## config.mk

```make
export PLATFORM = sky130hd
export DESIGN_NAME = key_debounce_short_long_press_flat
export DESIGN_NICKNAME = d
export VERILOG_FILES = /design/src/sv/kdb_pkg.sv /design/src/sv/kdb_if.sv /design/src/sv/kdb_key.sv /design/src/sv/key_debounce_short_long_press.sv /design/src/flat_wrapper.sv
export SDC_FILE = /design/constraint.sdc
export NUM_CORES = 1
export LEC_CHECK = 0
export BUFFER_PORTS_ARGS = -buffer_cell sky130_fd_sc_hd__buf_4
export CORE_UTILIZATION = 60
export DETAILED_ROUTE_END_ITERATION = 10
export PLACE_DENSITY = 0.82
export SYNTH_ARGS = -nofsm -noshare
export SYNTH_HDL_FRONTEND = slang
export SYNTH_SLANG_ARGS = --single-unit
```

## constraint.sdc

```tcl
create_clock -name clk -period 6.5 [get_ports clk]
set_input_delay 0.975 -clock clk [delete_from_list [all_inputs] [get_ports clk]]
set_output_delay 0.975 -clock clk [all_outputs]
set_load 0.1 [all_outputs]
```

## src/sv/kdb_pkg.sv

```systemverilog
package kdb_pkg;

	// Default number of keys scanned per tick.
	localparam int KEYS_DEF = 4;

	// Configuration register widths and reset values.
	localparam int DEB_W  = 8;
	localparam int HOLD_W = 16;
	localparam logic [DEB_W-1:0]  DEBOUNCE_RESET = 8'd3;
	localparam logic [HOLD_W-1:0] LONG_RESET     = 16'd100;

	// Configuration port: index and data widths.
	localparam int CFG_INDEX_W = 2;
	localparam int CFG_DATA_W  = 16;

	// Register indexes.
	localparam logic [CFG_INDEX_W-1:0] REG_DEBOUNCE = 2'd0;
	localparam logic [CFG_INDEX_W-1:0] REG_LONG     = 2'd1;

	// Limits shared by every key cell.
	typedef struct packed {
		logic [DEB_W-1:0]  debounce;
		logic [HOLD_W-1:0] long_limit;
	} key_cfg_t;

	// What one key reports for one tick.
	typedef struct packed {
		logic stable;
		logic short_p;
		logic long_p;
	} key_evt_t;

endpackage

```

## src/sv/kdb_if.sv

```systemverilog
// Input channel: one scan tick per beat.
interface kdb_in_if import kdb_pkg::*; #(parameter int KEYS = KEYS_DEF) ();
	logic            valid;
	logic            ready;
	logic [KEYS-1:0] raw_levels;

	modport source (output valid, output raw_levels, input ready);
	modport sink   (input valid, input raw_levels, output ready);
endinterface

// Result channel: debounced levels and press pulses, one beat per tick.
interface kdb_out_if import kdb_pkg::*; #(parameter int KEYS = KEYS_DEF) ();
	logic            valid;
	logic            ready;
	logic [KEYS-1:0] stable_levels;
	logic [KEYS-1:0] short_press;
	logic [KEYS-1:0] long_press;

	modport source (output valid, output stable_levels, output short_press,
		output long_press, input ready);
	modport sink   (input valid, input stable_levels, input short_press,
		input long_press, output ready);
endinterface

// Configuration write channel.
interface kdb_cfg_if import kdb_pkg::*; ();
	logic                   valid;
	logic                   ready;
	logic [CFG_INDEX_W-1:0] index;
	logic [CFG_DATA_W-1:0]  data;

	modport source (output valid, output index, output data, input ready);
	modport sink   (input valid, input index, input data, output ready);
endinterface

```

## src/sv/kdb_key.sv

```systemverilog
module kdb_key import kdb_pkg::*; (
	input  logic     clk,
	input  logic     arst_n,
	input  logic     step,
	input  logic     lvl,
	input  key_cfg_t cfg,
	output key_evt_t evt
);

	logic              last_raw_q;
	logic              stable_q;
	logic [DEB_W-1:0]  settle_q;
	logic [HOLD_W-1:0] hold_q;
	logic              done_q;

	logic              last_raw_n;
	logic              stable_n;
	logic [DEB_W-1:0]  settle_n;
	logic [HOLD_W-1:0] hold_mid;
	logic [HOLD_W-1:0] hold_n;
	logic              done_mid;
	logic              done_n;
	logic              short_n;
	logic              long_n;

	// Settle counter and acceptance of a new stable level.
	always_comb begin
		last_raw_n = last_raw_q;
		stable_n   = stable_q;
		settle_n   = settle_q;
		hold_mid   = hold_q;
		done_mid   = done_q;
		short_n    = 1'b0;
		if (lvl != last_raw_q) begin
			last_raw_n = lvl;
			settle_n   = '0;
		end else if (settle_q < cfg.debounce) begin
			settle_n = settle_q + 1'b1;
			if (settle_n == cfg.debounce && stable_q != lvl) begin
				stable_n = lvl;
				short_n  = lvl && (hold_q < cfg.long_limit) && !done_q;
				hold_mid = '0;
				done_mid = 1'b0;
			end
		end
	end

	// Hold counter while the key is stably pressed.
	always_comb begin
		hold_n = hold_mid;
		done_n = done_mid;
		long_n = 1'b0;
		if (!stable_n && hold_mid < cfg.long_limit) begin
			hold_n = hold_mid + 1'b1;
			if (hold_n == cfg.long_limit) begin
				long_n = 1'b1;
				done_n = 1'b1;
			end
		end
	end

	// Key state advances once per tick that moves into the result register.
	always_ff @(posedge clk or negedge arst_n) begin
		if (!arst_n) begin
			last_raw_q <= 1'b1;
			stable_q   <= 1'b1;
			settle_q   <= '0;
			hold_q     <= '0;
			done_q     <= 1'b0;
		end else if (step) begin
			last_raw_q <= last_raw_n;
			stable_q   <= stable_n;
			settle_q   <= settle_n;
			hold_q     <= hold_n;
			done_q     <= done_n;
		end
	end

	assign evt.stable  = stable_n;
	assign evt.short_p = short_n;
	assign evt.long_p  = long_n;

endmodule

```

## src/sv/key_debounce_short_long_press.sv

```systemverilog
// Key debouncer with short and long press detection for KEYS active-low keys.
// Each beat on the keys channel is one scan tick carrying the raw pin levels,
// bit k for key k, where 0 means pressed. Each tick gives exactly one beat on
// the events channel: the debounced levels after the tick, a short_press pulse
// for a key whose release was accepted before its long press fired, and a
// long_press pulse on the tick a key's hold counter reaches the limit.
// The cfg channel writes debounce_count (index 0) and long_press_count
// (index 1); it is always ready and writes take effect from the next tick.
// An accepted tick waits in the input register, then the per-key settle and
// hold counters update as the tick moves into the result register. Throughput
// is one tick per cycle while the receiver keeps taking result beats.
// At reset every key reads released, all counters are zero and the registers
// hold 3 and 100. When the receiver stalls, the result beat is held, one more
// tick waits in the input register, and then keys.ready drops until the
// result is taken.
module key_debounce_short_long_press import kdb_pkg::*; #(
	parameter int KEYS = KEYS_DEF
) (
	input  logic      clk,
	input  logic      arst_n,
	kdb_in_if.sink    keys,
	kdb_out_if.source events,
	kdb_cfg_if.sink   cfg
);

	logic [DEB_W-1:0]  debounce_q;
	logic [HOLD_W-1:0] long_limit_q;
	key_cfg_t          lim;

	logic            vld_s1;
	logic [KEYS-1:0] raw_s1;
	logic            vld_s2;
	logic [KEYS-1:0] stable_s2;
	logic [KEYS-1:0] short_s2;
	logic [KEYS-1:0] long_s2;

	logic            advance;
	logic            step;
	key_evt_t        evt [KEYS];
	logic [KEYS-1:0] stable_c;
	logic [KEYS-1:0] short_c;
	logic [KEYS-1:0] long_c;

	// Configuration registers.
	assign cfg.ready = 1'b1;

	always_ff @(posedge clk or negedge arst_n) begin
		if (!arst_n) begin
			debounce_q   <= DEBOUNCE_RESET;
			long_limit_q <= LONG_RESET;
		end else if (cfg.valid) begin
			unique case (cfg.index)
				REG_DEBOUNCE: debounce_q   <= cfg.data[DEB_W-1:0];
				REG_LONG:     long_limit_q <= cfg.data[HOLD_W-1:0];
				default:      ;
			endcase
		end
	end

	assign lim.debounce   = debounce_q;
	assign lim.long_limit = long_limit_q;

	// Flow control: the result register frees up when empty or being taken.
	assign advance    = !vld_s2 || events.ready;
	assign step       = vld_s1 && advance;
	assign keys.ready = !vld_s1 || advance;

	// Input register.
	always_ff @(posedge clk or negedge arst_n) begin
		if (!arst_n) begin
			vld_s1 <= 1'b0;
		end else if (keys.ready) begin
			vld_s1 <= keys.valid;
		end
	end

	always_ff @(posedge clk) begin
		if (keys.ready && keys.valid) begin
			raw_s1 <= keys.raw_levels;
		end
	end

	// One cell per key.
	for (genvar k = 0; k < KEYS; k++) begin : g_key
		kdb_key u_key (
			.clk    (clk),
			.arst_n (arst_n),
			.step   (step),
			.lvl    (raw_s1[k]),
			.cfg    (lim),
			.evt    (evt[k])
		);
		assign stable_c[k] = evt[k].stable;
		assign short_c[k]  = evt[k].short_p;
		assign long_c[k]   = evt[k].long_p;
	end

	// Result register.
	always_ff @(posedge clk or negedge arst_n) begin
		if (!arst_n) begin
			vld_s2 <= 1'b0;
		end else if (advance) begin
			vld_s2 <= vld_s1;
		end
	end

	always_ff @(posedge clk) begin
		if (step) begin
			stable_s2 <= stable_c;
			short_s2  <= short_c;
			long_s2   <= long_c;
		end
	end

	assign events.valid         = vld_s2;
	assign events.stable_levels = stable_s2;
	assign events.short_press   = short_s2;
	assign events.long_press    = long_s2;

	// A key never pulses short and long on the same tick.
	a_pulse_excl: assert property (@(posedge clk) disable iff (!arst_n)
		events.valid |-> (events.short_press & events.long_press) == '0)
		else $error("short and long press on the same key");

	// A short press is reported only for a key that now reads released.
	a_short_rel: assert property (@(posedge clk) disable iff (!arst_n)
		events.valid |-> (events.short_press & ~events.stable_levels) == '0)
		else $error("short press on a pressed key");

	// A long press is reported only for a key that reads pressed.
	a_long_prs: assert property (@(posedge clk) disable iff (!arst_n)
		events.valid |-> (events.long_press & events.stable_levels) == '0)
		else $error("long press on a released key");

	// Input back-pressure only while a full pipeline is stalled downstream.
	a_ready_low: assert property (@(posedge clk) disable iff (!arst_n)
		!keys.ready |-> (vld_s1 && events.valid && !events.ready))
		else $error("input stalled without downstream stall");

endmodule

```

## src/flat_wrapper.sv

```systemverilog
// flat-port wrapper written by rule: the top's interface ports become plain ports
module key_debounce_short_long_press_flat import kdb_pkg::*;
#(
	parameter int KEYS = KEYS_DEF
)
  (clk, arst_n, keys_valid, keys_raw_levels, keys_ready, events_valid, events_stable_levels, events_short_press, events_long_press, events_ready, cfg_valid, cfg_index, cfg_data, cfg_ready);
  kdb_in_if #(.KEYS(KEYS)) keys_i ();
  kdb_out_if #(.KEYS(KEYS)) events_i ();
  kdb_cfg_if cfg_i ();
  input  logic clk;
  input  logic arst_n;
  input wire logic [$bits(keys_i.valid)-1:0] keys_valid;
  input wire logic [$bits(keys_i.raw_levels)-1:0] keys_raw_levels;
  output wire logic [$bits(keys_i.ready)-1:0] keys_ready;
  output wire logic [$bits(events_i.valid)-1:0] events_valid;
  output wire logic [$bits(events_i.stable_levels)-1:0] events_stable_levels;
  output wire logic [$bits(events_i.short_press)-1:0] events_short_press;
  output wire logic [$bits(events_i.long_press)-1:0] events_long_press;
  input wire logic [$bits(events_i.ready)-1:0] events_ready;
  input wire logic [$bits(cfg_i.valid)-1:0] cfg_valid;
  input wire logic [$bits(cfg_i.index)-1:0] cfg_index;
  input wire logic [$bits(cfg_i.data)-1:0] cfg_data;
  output wire logic [$bits(cfg_i.ready)-1:0] cfg_ready;
  assign keys_i.valid = keys_valid;
  assign keys_i.raw_levels = keys_raw_levels;
  assign keys_ready = keys_i.ready;
  assign events_valid = events_i.valid;
  assign events_stable_levels = events_i.stable_levels;
  assign events_short_press = events_i.short_press;
  assign events_long_press = events_i.long_press;
  assign events_i.ready = events_ready;
  assign cfg_i.valid = cfg_valid;
  assign cfg_i.index = cfg_index;
  assign cfg_i.data = cfg_data;
  assign cfg_ready = cfg_i.ready;
  key_debounce_short_long_press #(.KEYS(KEYS)) u_core (.clk(clk), .arst_n(arst_n), .keys(keys_i), .events(events_i), .cfg(cfg_i));
endmodule
```

# Word level (Yosys, flattened, before mapping)
# Cells that the tools add are included.
[totals]
ff_bits = 150
inputBits = 27
output_inout_bits = 15
word_cells = 188
[op_classes]
add_sub_neg = 8
magnitude_cmp = 12
eq_ne = 17
mux = 60
n_bitwise = 8
n_reduce_logical = 49
[ops]
columns = ["cell", "count"]
rows = [
  ["two-way mux 16 bit", 16],
  ["< comparator 16 bit", 8],
  ["adder 16 x 1 -> 16 bit (second input constant)", 4],
  ["== test 16 bit", 4],
  ["two-way mux 8 bit", 8],
  ["two-way mux 1 bit", 36],
  ["adder 8 x 1 -> 8 bit (second input constant)", 4],
  ["== test 8 bit", 4],
  ["< comparator 8 bit", 4],
  ["AND reduction 2 bit", 10],
  ["logical AND 1 bit", 18],
  ["OR reduction 3 bit", 4],
  ["zero test 1 bit", 10],
  ["!= test 1 bit", 8],
  ["inverter 1 bit", 8],
  ["nonzero test 2 bit", 4],
  ["== test 2 x 1 -> 1 bit (second input constant)", 1],
  ["zero test 2 bit", 1],
  ["logical OR 1 bit", 2],
]

# Depth between registers and ports, before layout
[logic_depth]
word_depth = 10
mapped_depth = 24
ltp_nobuf = 19

# By module
# Synthesis repeated with hierarchy kept, for this count alone.
[hier_totals]
cells_unflattened = 1788
hier_area_um2 = 15199.6
[by_module_without_submodules]
columns = ["mod", "n_inst", "cells_each", "area_per_inst_um2", "seq_area_each_um2"]
rows = [
  ["kdb_key at u_core.g_key[0].u_key ...", 2, 430, 3450.8, 678.2],
  ["kdb_key at u_core.g_key[3].u_key", 1, 432, 3440.8, 678.2],
  ["kdb_key at u_core.g_key[1].u_key", 1, 419, 3347.0, 678.2],
  ["key_debounce_short_long_press", 1, 77, 1510.2, 1137.3],
]

# Worst setup path after synthesis
# OpenSTA, ideal clock, no wires.
[synth_path]
path_kind = "register -> register"
startpoint = "reg u_core.debounce_q[1]"
endpoint = "reg u_core.g_key[3].u_key.hold_q[10]"
setup_time_ns = 0.096
arrival_time_ns = 5.115
t_required_ns = 6.404
path_slack_ns = 1.289
stages_incl_launch_ff = 23
path_buffers = 4
period_less_slack_ns = 5.211
path_cell_list = "dfstp_2 clkbuf_1 inv_1 ha_1 nor2b_1 o211ai_1 a31oi_1 a211o_1 clkbuf_1 or4_1 clkbuf_1 clkbuf_1 and2_1 ha_1 a211oi_1 nand3_1 a221o_1 a31oi_1 o41a_1 nand2_1 nor2_1 nand2_1 o31ai_1"
[synth_via]
elab_chain_cells = 8
word_cells_on_any_way = 14
classes_between = "add/sub (1); order compare (2); eq/ne (1); mux (7); reduce/logical (3)"
[synth_lines]
columns = ["element", "line", "text"]
rows = [
  ["from (decl)", "key_debounce_short_long_press.sv:26", "logic [DEB_W-1:0] debounce_q;"],
  ["from (signal assigned)", "key_debounce_short_long_press.sv:53", "REG_DEBOUNCE: debounce_q <= cfg.data[DEB_W-1:0];"],
  ["branches (longest 7 deep; another with < comparator 16 bit)", "-", ""],
  ["two-way mux 16 bit *", "kdb_key.sv:53", "if (!stable_n && hold_mid < cfg.long_limit) begin"],
  ["to (signal assigned)", "kdb_key.sv:74", "hold_q <= hold_n;"],
  ["to (decl)", "kdb_key.sv:13", "logic [HOLD_W-1:0] hold_q;"],
]
# Mark *: on every way between the ends.
# A chain may end at the register's enable or synchronous reset.

# Worst setup path in the final report
[layout_path]
startpoint = "reg u_core.debounce_q[4]"
endpoint = "reg u_core.g_key[3].u_key.hold_q[11]"
# Same word-level chain as after synthesis.

==> key figures <==
Status
  • Outcome: completed

Placed design
  • Port Buf Inserts: 40
  • DP HPWL: 29900 µm
  • GP Congestion: 0.976
  • Placed Area: 0.0147 mm²

Global route
  • Met3 Resource Use GR: 0.0673
  • GRT Util Overall: 0.360
  • Grt met1 use: 0.466
  • Grt ovf: 0
  • Met2 Usage GRT: 0.568
  • First-pass GRT wire length: 68900 µm
  • Largest net degree at the start of global routing: 69
  • Initial antenna violation count: 1
  • Vias in the first global route: 13300
  • GR peak layer: met2

Worst setup path
  • Worst Setup End Kind: flop
  • Peak fanout along the critical path: 13
  • Critical path class: reg -> reg
  • Startpoint Class: flop
  • CP required: 6860 ps
  • Crit path DAT: 6320 ps

Yosys
  • Post-Syn Area: 0.0143 mm²
  • Synth warnings: 0
  • Number of distinct library cells after synthesis: 90
  • Synth Flop Type: dfrtp_1
  • Compound-cell area share of the yosys netlist: 0.229
  • Post-synth top area share: 0.212
  • Mapped Cells: 1717
  • Mean Syn Cell Area: 8.31 µm²
  • Cell accounting for the most synthesized area: dfrtp_1
  • Post-Syn Nets: 1908
  • Synth Area in XOR/XNOR: 0.0723
  • Synth Area in Adders: 0.144
  • Sequential area share after synthesis: 0.270
  • Post-synthesis mux area share: 0.0200
  • EDFF count, synth: 16
  • Commonest cells in the netlist: 174 x o21ai_0, 164 x ha_1, 121 x dfrtp_1, 119 x nand2_1, 107 x nor2_1
  • Simple-Gate Fraction of Synth Area: 0.217
  • Number of synthesized register bits: 150
  • Fraction of registers with async set/reset: 0.893
  • Top-count cell post-synth: o21ai_0
  • Area contributors post-synth: dfrtp_1 21%, ha_1 14%, o21ai_0 6.1%
  • Largest family of logic cells by synthesized area: compound AO/OA/AOI/OAI gates

Finish
  • Filler cells: 2006
  • Cell area after layout: 0.0153 mm²
  • Total Nets Final: 1871
  • Share of cells above drive strength 1: 0.0921
  • # diodes: 0
  • Area growth syn-to-layout: 6.86%

Floorplan
  • Die ar.: 0.0244 mm²
  • Starting Density: 0.610
  • Core Footprint: 0.0234 mm²
  • Die X: 156 µm
  • Io pins: 42
  • Die Ht: 156 µm
  • # rows: 56

STA
  • Hold_ws: 467 ps
  • TNS Setup: 0 ps
  • Period utilization: 0.918
  • Max-slew violations: 0
  • Final hold vios: 0
  • Relative slew slack: 0.215
  • RSZ-0062 raised after global routing: no
  • Fmax: 0.168 GHz
  • Worst-margin pin slew: 1170 ps
  • Clock Skews: 15.4 ps
  • Final setup viols: 0
  • Min cycle time layout: 5960 ps

Power and ir drop
  • VDD IR-drop max: 0.000178 V
  • Pwr Total: 4.06 mW
  • Combinational power share: 0.410
  • Share of total power in the clock network: 0.254
  • Pwr per Cell Area: 266 mW/mm²
  • Internal power component: 2.25 mW
  • Leak: 6.45 nW
  • Reg power frac: 0.336
  • Switching share of power: 0.445
  • Sw Pwr: 1.81 mW

Clock tree
  • Clk buf depth: 2
  • CTS tree: built
  • Worst skew pair latency: 460 ps
  • Hold buffers post-CTS: 0
  • Number of clock buffers inserted by TritonCTS: 17
  • CTS H-tree lvls: 4
  • Post-CTS Setup Bufs: 0
  • CTS root buf: clkbuf_16
  • Clock Pin Slew Worst Setup and Hold Paths: 80 ps
  • # resized after CTS: 0
  • Clock Sinks: 150

Route
  • Via density: 6.79
  • Final ANT Viol Nets: 0
  • # DRC: 0
  • Final wirelength: 42200 µm
  • Wire per inst: 21.0 µm
  • DRT iter0 DRCs: 1342
  • Vias after detailed routing: 13700
  • First-pass iteration count of the detailed router: 6

Min path
  • Min-delay worst type: reg -> reg

Flow run
  • # Max-Cap Violations: 0
## layout by cell type (no fill, tap or decap), types with 42 or more instances in the layout
cell type,instances
o21ai_0,174
ha_1,164
dfrtp_1,121
nand2_1,118
nor2_1,107
a21oi_1,80
nand3_1,75
xnor2_1,63
buf_4,62
xor2_1,53
o31ai_1,49
inv_1,47
nand4_1,44
and2_1,42
## sequential cells by signal (all words and copies together) (netlist names)
register	cells
u_core.events.long_press	4
u_core.g_key.u_key.settle_q	32
u_core.vld_s1	1
u_core.g_key.u_key.hold_q	64
u_core.g_key.u_key.last_raw_q	4
u_core.events.valid	1
u_core.raw_s1	4
u_core.events.short_press	4
u_core.debounce_q	8
u_core.events.stable_levels	4
u_core.g_key.u_key.stable_q	4
u_core.long_limit_q	16
u_core.g_key.u_key.done_q	4
## cells by family after synthesis
logic type | count (synthesis)
simple gates | 592
compound gates | 498
buf+inv | 169
fa+ha+maj | 164
flops | 150
xor+xnor | 117
mux | 26
other cells | 1
## critical path, cell delays in order, from the launching register on
cell      delay, ps
dfrtp_1         550
inv_1           170
ha_1            300
o21a_1          190
o211ai_1        170
a31oi_1          70
a211o_1         440
or4_1           690
and2_1          220
ha_1            320
a211oi_1        270
nand3_1         110
a221o_1         350
a31oi_1         230
o41a_1          370
nand2_1         360
nor2_1          430
nand2_1         330
o31ai_1         290
## power by group through the flow
stage / logic [mW] / clock network (mW) / registers (mW)
finish: 1.66 / 1.03 / 1.37
global route: 1.85 / 1.08 / 1.38
CTS: 1.64 / 1.04 / 1.35
detailed placement: 1.63 / 0 / 1.37
global placement: 1.56 / 0 / 1.36
floorplan: 1.24 / 0 / 1.26
## metal layers
metal	part of all wire	wire length [µm]
met5	0	0
met4	0.053	2220
met3	0.094	3970
met2	0.45	18900
met1	0.40	17100
## final cells by class
class,instances,area [µm²],share of cell area
clock inverter,15,176,0.0116
tap,319,399,0.0262
inverter,50,188,0.0123
timing repair buffer,63,477,0.0313
clock buffer,17,425,0.0279
multi-input combinational,1398,9740,0.638
sequential,150,3850,0.252
## path summary, 6_finish.rpt
path / from / end / slack [ps] / cells past startpoint
max in group asynchronous: arst_n / u_core.g_key[0].u_key.hold_q[14] / 4580 / 2
worst min register to register: u_core.g_key[0].u_key.last_raw_q / u_core.g_key[0].u_key.last_raw_q / 470 / 2
worst max register to register: u_core.debounce_q[4] / u_core.g_key[3].u_key.hold_q[11] / 540 / 18
min in group asynchronous: arst_n / u_core.g_key[1].u_key.settle_q[6] / 520 / 1
worst min-delay path: u_core.g_key[0].u_key.last_raw_q / u_core.g_key[0].u_key.last_raw_q / 470 / 2
worst max-delay path: u_core.debounce_q[4] / u_core.g_key[3].u_key.hold_q[11] / 540 / 18
## per-stage QoR
step	util	std cells	setup WS (ps)
after floorplan	-	1717	1290
after global placement	0.626	1980	883
after detailed placement	0.626	1980	744
after CTS	0.652	2012	671
after global routing	0.652	2012	195
final	0.652	2012	535
No activity file was read; power rests on OpenSTA's default activity.
